### src/hw/rtl/u2rd_pkg.sv
// Package for the unsigned-to-radix-digits unit: item types and numeral mapping.
// No dependencies.
`default_nettype none
package u2rd_pkg;

  localparam int unsigned ValueFieldBits = 64;
  localparam int unsigned RadixBits      = 6;
  localparam int unsigned CharBits       = 7;

  localparam logic [RadixBits-1:0] RadixMin     = 6'd2;
  localparam logic [RadixBits-1:0] RadixMax     = 6'd36;
  localparam logic [RadixBits-1:0] RadixDefault = 6'd10;
  localparam logic [RadixBits-1:0] DecimalSpan  = 6'd10;

  localparam logic [CharBits-1:0] CharZero = 7'd48;  // '0'
  localparam logic [CharBits-1:0] CharA    = 7'd97;  // 'a'

  typedef struct packed {
    logic [ValueFieldBits-1:0] value;
    logic [RadixBits-1:0]      radix;
  } in_item_t;

  typedef struct packed {
    logic [CharBits-1:0] digit_char;
    logic                last;
  } out_item_t;

  // Digit 0..35 to ASCII: '0'-'9', then 'a'-'z'
  function automatic logic [CharBits-1:0] numeral_of(input logic [RadixBits-1:0] d);
    logic [CharBits-1:0] dx;
    dx = {1'b0, d};
    if (d < DecimalSpan) begin
      numeral_of = CharZero + dx;
    end else begin
      numeral_of = CharA + dx - {1'b0, DecimalSpan};
    end
  endfunction

endpackage
`default_nettype wire

### src/hw/rtl/unsigned_to_radix_digits_unit.sv
// Top level of the unsigned-to-radix-digits unit: bit-serial divider, digit stack, output reg.
// Depends on u2rd_pkg.
`default_nettype none
// Each digit costs one pass of the one-bit-per-cycle restoring divider over VALUE_BITS bits;
//   the unit takes no new item until every digit of the last one has been sent out.
// Digits then leave one per cycle while the output is not stalled, most significant first,
// from a shift-register stack.
// Reset (rst_ni low, asynchronous) returns the controller to idle and drops any output item.
module unsigned_to_radix_digits_unit
  import u2rd_pkg::*;
#(
  parameter int unsigned VALUE_BITS = 64
) (
  input  wire logic      clk_i,
  input  wire logic      rst_ni,
  input  wire logic      in_valid_i,
  output logic           in_stall_o,
  input  wire in_item_t  in_item_i,
  output logic           out_valid_o,
  input  wire logic      out_stall_i,
  output out_item_t      out_item_o
);

  localparam int unsigned BitCntW = (VALUE_BITS > 1) ? $clog2(VALUE_BITS) : 1;
  localparam int unsigned DigCntW = $clog2(VALUE_BITS + 1);
  localparam int unsigned RemW    = RadixBits + 1;

  localparam logic [1:0] StIdle = 2'd0;
  localparam logic [1:0] StDiv  = 2'd1;
  localparam logic [1:0] StEmit = 2'd2;

  logic [1:0]            state_q, state_d;
  logic [BitCntW-1:0]    bit_cnt_q, bit_cnt_d;
  logic [DigCntW-1:0]    dig_cnt_q, dig_cnt_d;
  logic                  qnz_q, qnz_d;
  logic [VALUE_BITS-1:0] dv_q, dv_d;
  logic [RadixBits-1:0]  rem_q, rem_d;
  logic [RadixBits-1:0]  radix_q, radix_d;
  logic [RadixBits-1:0]  stack_q [VALUE_BITS];
  logic                  out_valid_q, out_valid_d;
  out_item_t             out_item_q, out_item_d;

  logic                  in_acc;
  logic                  push;
  logic                  pop;
  logic [RemW-1:0]       trial;
  logic                  qbit;
  logic [RemW-1:0]       rem_next;
  logic                  out_free;

  assign in_stall_o  = (state_q != StIdle);
  assign in_acc      = in_valid_i && !in_stall_o;
  assign out_valid_o = out_valid_q;
  assign out_item_o  = out_item_q;
  assign out_free    = !out_valid_q || !out_stall_i;

  // One restoring-division step: shift in dividend MSB, subtract radix if it fits
  assign trial    = {rem_q, dv_q[VALUE_BITS-1]};
  assign qbit     = (trial >= {1'b0, radix_q});
  assign rem_next = qbit ? (trial - {1'b0, radix_q}) : trial;

  // Controller
  always_comb begin
    state_d     = state_q;
    bit_cnt_d   = bit_cnt_q;
    dig_cnt_d   = dig_cnt_q;
    qnz_d       = qnz_q;
    dv_d        = dv_q;
    rem_d       = rem_q;
    radix_d     = radix_q;
    out_valid_d = out_valid_q && out_stall_i;
    out_item_d  = out_item_q;
    push        = 1'b0;
    pop         = 1'b0;
    case (state_q)
      StIdle: begin
        if (in_acc) begin
          dv_d      = in_item_i.value[VALUE_BITS-1:0];
          rem_d     = '0;
          qnz_d     = 1'b0;
          bit_cnt_d = '0;
          dig_cnt_d = '0;
          if (in_item_i.radix inside {[RadixMin:RadixMax]}) begin
            radix_d = in_item_i.radix;
          end else begin
            radix_d = RadixDefault;
          end
          state_d = StDiv;
        end
      end
      StDiv: begin
        dv_d      = {dv_q[VALUE_BITS-2:0], qbit};
        rem_d     = rem_next[RadixBits-1:0];
        qnz_d     = qnz_q | qbit;
        bit_cnt_d = bit_cnt_q + 1'b1;
        if (bit_cnt_q == BitCntW'(VALUE_BITS - 1)) begin
          // Pass done: remainder is the next digit, quotient feeds the next pass
          push      = 1'b1;
          dig_cnt_d = dig_cnt_q + 1'b1;
          bit_cnt_d = '0;
          rem_d     = '0;
          qnz_d     = 1'b0;
          if (!(qnz_q | qbit)) begin
            state_d = StEmit;
          end
        end
      end
      StEmit: begin
        if (out_free) begin
          pop                   = 1'b1;
          out_valid_d           = 1'b1;
          out_item_d.digit_char = numeral_of(stack_q[0]);
          out_item_d.last       = (dig_cnt_q == DigCntW'(1));
          dig_cnt_d             = dig_cnt_q - 1'b1;
          if (dig_cnt_q == DigCntW'(1)) begin
            state_d = StIdle;
          end
        end
      end
      default: begin
        state_d = StIdle;
      end
    endcase
  end

  // Control registers
  always_ff @(posedge clk_i or negedge rst_ni) begin
    if (!rst_ni) begin
      state_q     <= StIdle;
      bit_cnt_q   <= '0;
      dig_cnt_q   <= '0;
      qnz_q       <= 1'b0;
      out_valid_q <= 1'b0;
    end else begin
      state_q     <= state_d;
      bit_cnt_q   <= bit_cnt_d;
      dig_cnt_q   <= dig_cnt_d;
      qnz_q       <= qnz_d;
      out_valid_q <= out_valid_d;
    end
  end

  // Datapath registers
  always_ff @(posedge clk_i) begin
    dv_q       <= dv_d;
    rem_q      <= rem_d;
    radix_q    <= radix_d;
    out_item_q <= out_item_d;
  end

  // Digit stack: push shifts toward the bottom, pop shifts toward the top
  always_ff @(posedge clk_i) begin
    if (push) begin
      stack_q[0] <= rem_next[RadixBits-1:0];
      for (int i = 1; i < VALUE_BITS; i++) begin
        stack_q[i] <= stack_q[i-1];
      end
    end else if (pop) begin
      for (int i = 0; i < VALUE_BITS - 1; i++) begin
        stack_q[i] <= stack_q[i+1];
      end
    end
  end

endmodule
`default_nettype wire
### config.mk
export PLATFORM = sky130hd
export DESIGN_NAME = unsigned_to_radix_digits_unit
export DESIGN_NICKNAME = d
export VERILOG_FILES = /design/src/hw/rtl/u2rd_pkg.sv /design/src/hw/rtl/unsigned_to_radix_digits_unit.sv
export SDC_FILE = /design/constraint.sdc
export NUM_CORES = 1
export LEC_CHECK = 0
export BUFFER_PORTS_ARGS = -buffer_cell sky130_fd_sc_hd__buf_2
export CORE_ASPECT_RATIO = 0.5
export CORE_MARGIN = 2
export CORE_UTILIZATION = 67
export DETAILED_ROUTE_END_ITERATION = 6
export PLACE_DENSITY = 0.85
export SYNTH_ARGS = -nofsm -noshare
export SYNTH_HDL_FRONTEND = slang
export SYNTH_SLANG_ARGS = --single-unit
### constraint.sdc
create_clock -name clk_i -period 56.1 [get_ports clk_i]
set_clock_uncertainty 0.2 [all_clocks]
set_input_delay 5.61 -clock clk_i [delete_from_list [all_inputs] [get_ports clk_i]]
set_output_delay 5.61 -clock clk_i [all_outputs]
set_load 0.02 [all_outputs]
==> qor.yml, run 1 <==
run_status:
  outcome: "finished clean"
drt:
  wl_met2_um: 16600
  wl_per_cell_um: 19.3
  vias: 10300
  dr_wl_met3_um: 1280
  routed_wl_um: 33700
  drc_errors: 0
  viasPerCell: 5.91
  drt-met1-wl_um: 15400
  drtPass1Iterations: 5
  antenna_left: 0
  top_layer: "met4"
  drtIter0Drc: 861
sta:
  setup_viol: 0
  fin_hold_ws_ns: 0.259
  fmax_ghz: 0.110
  slew_viol_final: 0
  fin_setup_tns_ns: 0
  grt_setup_unrepaired: "no"
  hold_viol_final: 0
  fin_crit_sh: 0.163
  fin_crit_ns: 9.12
  tightest_slew_ns: 1.24
  slew_headroom: 0.173
power_and_ir_drop:
  p_int_w: 0.000546
  powerDensity_nw_per_um2: 28.5
  p_seq_frac: 0.581
  leakagePower_nw: 7.50
  pwr-share-clk: 0.415
  combPwrFrac: 0.005
  p_sw_frac: 0.188
  power.net_switching_w: 0.000127
  irDropWorstVdd_mv: 0.0189
grt:
  grtUsageTotal: 0.200
  antenna_found_initial: 0
  grt_pass1_wl_um: 54100
  grt_max_degree: 224
  overflow: 0
  grt_pass1_vias: 10500
setup_path:
  arrival_ns: 9.22
  worst-path-buf-inv: 3
  critPathMaxStageDelay_ns: 0.98
  cp-end-kind: "flop"
  required_ns: 56.20
  critPathTopFamily: "buffers and inverters"
  cp-start-kind: "input pin"
  worst-setup-path-type: "input pin to flop"
  cp_cell_sequence: "buf_2 -> nand2_1 -> nand2_1 -> or2_4 -> buf_4 -> buf_4 -> mux2_2"
  cp_slowest_cell: "buf_4"
  cp_max_fo: 71
clock_network:
  post_cts_buffers: 0
  path_clk_slew_ns: 0.07
  clock_sinks: 485
  cts_tree: "done"
  htree_num_levels: 2
  numCtsBuffers: 42
  insertion_delay_ns: 0.55
  cts_root_buf: "clkbuf_16"
  cts_max_path_buffers: 3
  cts_hold_buffers: 0
  cts_resized: 0
synthesis:
  ys_seq_area_frac: 0.670
  synth_ff_type: "edfxtp_1"
  ys_types: 59
  synth-edff-count: 468
  ys_seq_elements: 485
  synthCells: 1202
  async_flop_share: 0.0351
  syn_area_um2: 21600
  ys_warn_count: 0
  avgSynthCellArea_um2: 18.0
  syn_nets: 1294
floorplan:
  initial_core_util: 0.681
  dieArea_um2: 33800
  die_x_um: 258
  placementRows: 46
  core_um2: 31700
  ioPinCount: 84
  fp.dieH_um: 131
cells_and_area:
  postLayoutCoreUtil: 0.744
  diodes: 0
  syn_to_final_growth_pct: 9.20
  drive_gt1_frac: 0.458
  fillers: 1702
  fin_nets: 1375
hold_path:
  hold_class: "flop to flop"
flow_run:
  max_cap_viol_count: 0
place:
  place_hpwl_um: 19700
  io_buffers: 83
  place_congestion: 0.824
-- registers in the layout (all words and copies together), names as in the netlist --
name	count
bit_cnt_q	6
dig_cnt_q	7
dv_q	64
out_item_o	8
out_valid_o	1
qnz_q	1
radix_q	6
rem_q	6
stack_q	384
state_q	2
-- metrics by stage --
| stage | setup slack, ns | cell area, um2 | total power, W | instances |
|---|---|---|---|---|
| 5_1_grt | 46.79 | 23600 | 0.000692 | 1745 |
| 2_1_floorplan | 27.11 | 21600 | 0.000399 | 1202 |
| 6_report | 46.98 | 23600 | 0.000673 | 1745 |
| 4_1_cts | 47.01 | 23600 | 0.000677 | 1745 |
| 3_5_place_dp | 46.42 | 22300 | 0.000402 | 1671 |
| 3_3_place_gp | 46.58 | 22300 | 0.000402 | 1671 |
-- final cells by class --
class	count	area, um2	area share
Multi-Input combinational cell	638	6690	0.283
Tap cell	432	541	0.0229
Timing Repair Buffer	92	508	0.0215
Clock buffer	58	1190	0.0506
Clock inverter	16	101	0.00429
Inverter	24	90.1	0.00382
Sequential cell	485	14500	0.614
-- worst paths after layout --
| check | from | endpoint | slack, ns | depth (start not counted) |
|---|---|---|---|---|
| max reg2reg | state_q[0]$_DFFE_PN0P_ | stack_q[30][0]$_DFFE_PP_ | 51.26 | 7 |
| min in group asynchronous | rst_ni | bit_cnt_q[1]$_DFFE_PN0P_ | 4.80 | 1 |
| max in group asynchronous | rst_ni | qnz_q$_DFFE_PN0P_ | 50.59 | 1 |
| min | stack_q[62][4]$_DFFE_PP_ | stack_q[63][4]$_DFFE_PP_ | 0.26 | 0 |
| max | out_stall_i | stack_q[30][0]$_DFFE_PP_ | 46.98 | 7 |
| min reg2reg | stack_q[62][4]$_DFFE_PP_ | stack_q[63][4]$_DFFE_PP_ | 0.26 | 0 |
-- cells in the final DEF, fill, tap and decap left out, types with 7 or more instances in the layout --
cell and instances:
mux2_2 340, buf_2 83, o21ai_0 21, clkbuf_16 45, buf_4 7, a21oi_1 15
mux2_4 100, nand2b_1 10, clkbuf_1 11, dfrtp_1 17, clkinv_1 9, xnor2_1 8
edfxtp_1 468, inv_1 23, ha_1 16, nand3_1 8, nor2_1 23, nand2_1 29
-- power by group through the flow --
stage / clock, W / sequential, W / combinational [W]
final: 0.000279 / 0.000391 / 0.00000330
after global routing: 0.000298 / 0.000390 / 0.00000364
after CTS: 0.000283 / 0.000391 / 0.00000331
after detailed placement: 0 / 0.000399 / 0.00000328
after global placement: 0 / 0.000399 / 0.00000320
after floorplan: 0 / 0.000399 / 0.000000361
-- cell usage after synthesis (2+ instances only) --
cell	instances	share of area
and2_1	3	0.00087
a21oi_1	15	0.0035
nand3_1	8	0.0019
o211ai_1	2	0.00069
xnor2_1	8	0.0032
a22oi_1	2	0.00069
mux2i_1	5	0.0023
buf_1	7	0.0012
nor3_1	3	0.00069
clkbuf_1	2	0.00035
nand2b_1	10	0.0029
ha_1	17	0.0098
inv_1	24	0.0042
o211a_1	2	0.00093
or3_1	2	0.00058
edfxtp_1	468	0.65
dfrtp_1	17	0.020
o21ai_0	22	0.0051
nor2_1	23	0.0040
mux2_4	100	0.069
buf_6	14	0.0073
buf_2	27	0.0063
buf_4	3	0.0010
nor2b_1	5	0.0014
and3_1	4	0.0012
xor2_1	2	0.00081
mux2_2	340	0.18
o31ai_1	5	0.0017
nand2_1	29	0.0050
a32oi_1	2	0.00081
nand3_2	3	0.0014
-- layer usage --
| layer | track usage | vias up |
|---|---|---|
| met5 | 0 | - |
| met4 | 0.0517 | 0 |
| met3 | 0.0367 | 42 |
| met2 | 0.343 | 219 |
| met1 | 0.271 | 5228 |
| li1 | - | 4831 |
-- kinds of logic (layout without fill, tap and decap cells) --
kind of cell | count (synthesis) | in the layout | synth area share
AO/OA/AOI/OAI | 66 | 66 | 0.0213
buffers and inverters | 79 | 190 | 0.0217
flip-flops | 485 | 485 | 0.670
adder cells (fa/ha/maj) | 18 | 18 | 0.0108
AND/OR/NAND/NOR | 99 | 99 | 0.0233
multiplexers | 445 | 445 | 0.249
XOR/XNOR | 10 | 10 | 0.00405
Note: power is estimated with default switching activity, not from simulation.
==> run 2, diff against run 1 <==
--- a/config.mk
+++ b/config.mk
@@ -8,9 +8,9 @@
 export BUFFER_PORTS_ARGS = -buffer_cell sky130_fd_sc_hd__buf_2
 export CORE_ASPECT_RATIO = 0.5
 export CORE_MARGIN = 2
-export CORE_UTILIZATION = 67
+export CORE_UTILIZATION = 56
 export DETAILED_ROUTE_END_ITERATION = 6
-export PLACE_DENSITY = 0.85
+export PLACE_DENSITY = 0.76
 export SYNTH_ARGS = -nofsm -noshare
 export SYNTH_HDL_FRONTEND = slang
 export SYNTH_SLANG_ARGS = --single-unit
==> constraint.sdc (replaced) <==
create_clock -name clk_i -period 8.01 [get_ports clk_i]
set_clock_uncertainty 0.2 [all_clocks]
set_input_delay 0.801 -clock clk_i [delete_from_list [all_inputs] [get_ports clk_i]]
set_output_delay 0.801 -clock clk_i [all_outputs]
set_load 0.02 [all_outputs]
==> run 2 against run 1 <==
Effect of this change: clock power grew to 7.3 times the previous value; largest cell class unchanged; non-clock buffer count increased by 1; critical endpoint is now stack_q[29][3]$_DFFE_PP_; flip-flop and latch count did not move; cell area rose by 0.89%; power grew to 7.1 times the previous value; sequential share of layout area shrank 0.54 points; hold slack better by 0.00070 ns; first-iteration DRC count up 1.2%; register-to-register slack worse by 48 ns; highest routed layer unchanged; largest power group unchanged; global-route usage is 3.7 points lower.
==> qor.yml, run 2 (synthesis gave the netlist of run 1 again) <==
cells_and_area:
  fin_nets: 1376
  top_register: "stack_q"
  largest_register_ffs: 384
  final_cells: 1837
  diodes: 0
  mostFrequentLayoutCells: "edfxtp_1 (468), mux2_2 (340), mux2_4 (100), buf_2 (83), clkbuf_16 (43)"
  drive_gt1_frac: 0.460
  layout_commonest_cell: "edfxtp_1"
  postLayoutCoreUtil: 0.631
  syn_to_final_growth_pct: 10.2
  fin_area_um2: 23800
setup_path:
  ff2ff_setup_slack_ns: 3.26
  worst-setup-path-type: "flop to flop"
  rr_worst_depth: 8
  worstSetupStartpoint: "state_q[1]$_DFFE_PN0P_"
  cp-start-kind: "flop"
  cp-end-kind: "flop"
  cp_cell_sequence: "inv_1 -> ha_4 -> nand3_1 -> nor2_4 -> buf_12 -> or2_4 -> buf_4 -> mux2_2"
  cp_max_fo: 181
  endpoint: "stack_q[29][3]$_DFFE_PP_"
  required_ns: 8.09
  reg2reg_from: "state_q[1]$_DFFE_PN0P_"
  crit_cells: 8
  arrival_ns: 4.83
  critPathMaxStageDelay_ns: 0.81
  worst-path-buf-inv: 3
  cp_slowest_cell: "ha_4"
  rr_endpoint: "stack_q[29][3]$_DFFE_PP_"
  critPathTopFamily: "buffers and inverters"
drt:
  top_layer: "met4"
  antenna_left: 0
  drc_errors: 0
  dr_wl_met3_um: 1170
  drtIter0Drc: 871
  wl_met2_um: 15400
  drt-met1-wl_um: 15600
  viasPerCell: 5.54
  wl_per_cell_um: 17.9
  drtPass1Iterations: 5
  routed_wl_um: 32800
  vias: 10200
sta:
  setup_viol: 0
  fmax_ghz: 0.211
  grt_setup_unrepaired: "no"
  fin_crit_sh: 0.593
  tightest_slew_ns: 1.21
  slew_headroom: 0.196
  hold_viol_final: 0
  fin_crit_ns: 4.75
  fin_setup_tns_ns: 0
  slew_viol_final: 0
grt:
  grt_max_degree: 182
  antenna_found_initial: 0
  overflow: 0
  grt_pass1_wl_um: 53400
  grtUsageTotal: 0.164
  grt_pass1_vias: 10500
clock_network:
  cts_max_path_buffers: 3
  insertion_delay_ns: 0.55
  numCtsBuffers: 42
  cts_resized: 0
  cts_tree: "done"
  post_cts_buffers: 0
  clock_sinks: 485
  htree_num_levels: 2
  path_clk_slew_ns: 0.07
  cts_root_buf: "clkbuf_16"
hold_path:
  min_from: "stack_q[62][1]$_DFFE_PP_"
  min_delay_path_depth: 0
  hold_class: "flop to flop"
floorplan:
  die_x_um: 282
  placementRows: 50
  core_um2: 37700
  initial_core_util: 0.573
  dieArea_um2: 40300
  ioPinCount: 84
  fp.dieH_um: 143
place:
  place_hpwl_um: 19800
  io_buffers: 83
  place_area_um2: 22400
  place_congestion: 0.792
  dp.cells: 1759
power_and_ir_drop:
  irDropWorstVdd_mv: 0.125
  powerDensity_nw_per_um2: 202
  leakagePower_nw: 7.54
run_status:
  outcome: "finished clean"
flow_run:
  max_cap_viol_count: 0
run 2: cell types whose count changed in the layout (fill, tap and decap cells not counted), moves of 2 or more:
cell        change
bufinv_16       +4
clkbuf_1        -4
clkbuf_16       -2
clkbuf_8        -2
clkinv_1        +2
clkinv_2        +2
clkinvlp_4      +4
run 2: power by group:
part	leakage (nW)	switching [W]	internal (W)	total, W
Combinational	2.98	0.00000857	0.0000142	0.0000228
Sequential	3.90	0.0000000000000000000153	0.00274	0.00274
Clock	0.655	0.000892	0.00115	0.00204
Total	7.54	0.000901	0.00390	0.00480
run 2: what timing repair did:
item | CTS | global route
hold endpoints to repair | 17 | 0
hold buffers | 1 | 0
endpoints found under the setup margin | 0 | 0
run 2: how the worst min path moves through the flow:
stage	end
2_1_floorplan	stack_q[63][0]$_DFFE_PP_
3_3_place_gp	stack_q[63][3]$_DFFE_PP_
3_5_place_dp	stack_q[63][4]$_DFFE_PP_
4_1_cts	stack_q[63][5]$_DFFE_PP_
5_1_grt	stack_q[63][1]$_DFFE_PP_
6_report	stack_q[63][1]$_DFFE_PP_
run 2: metal layers:
layer / up-vias / track usage
li1: 4855 / -
met1: 5125 / 0.228
met2: 147 / 0.264
met3: 57 / 0.0340
met4: 0 / 0.0451
met5: - / 0
run 2: area by class of cell:
| class | count | area [um2] |
|---|---|---|
| inverters | 24 | 90.1 |
| flip-flops and latches | 485 | 14500 |
| fillers | 2605 | 13900 |
| multi-input cells | 638 | 6700 |
| repair buffers | 93 | 531 |
| clock buffers | 50 | 1100 |
| clock inverters | 27 | 260 |
| well taps | 520 | 651 |
run 2: per-stage QoR:
stage	total power [W]	worst slack [ns]	hold WS, ns
finish	0.00480	3.26	0.259
global route	0.00494	2.84	0.277
CTS	0.00486	3.11	0.262
detailed placement	0.00281	3.14	0.233
global placement	0.00281	3.33	0.229
floorplan	0.00279	0.350	0.222
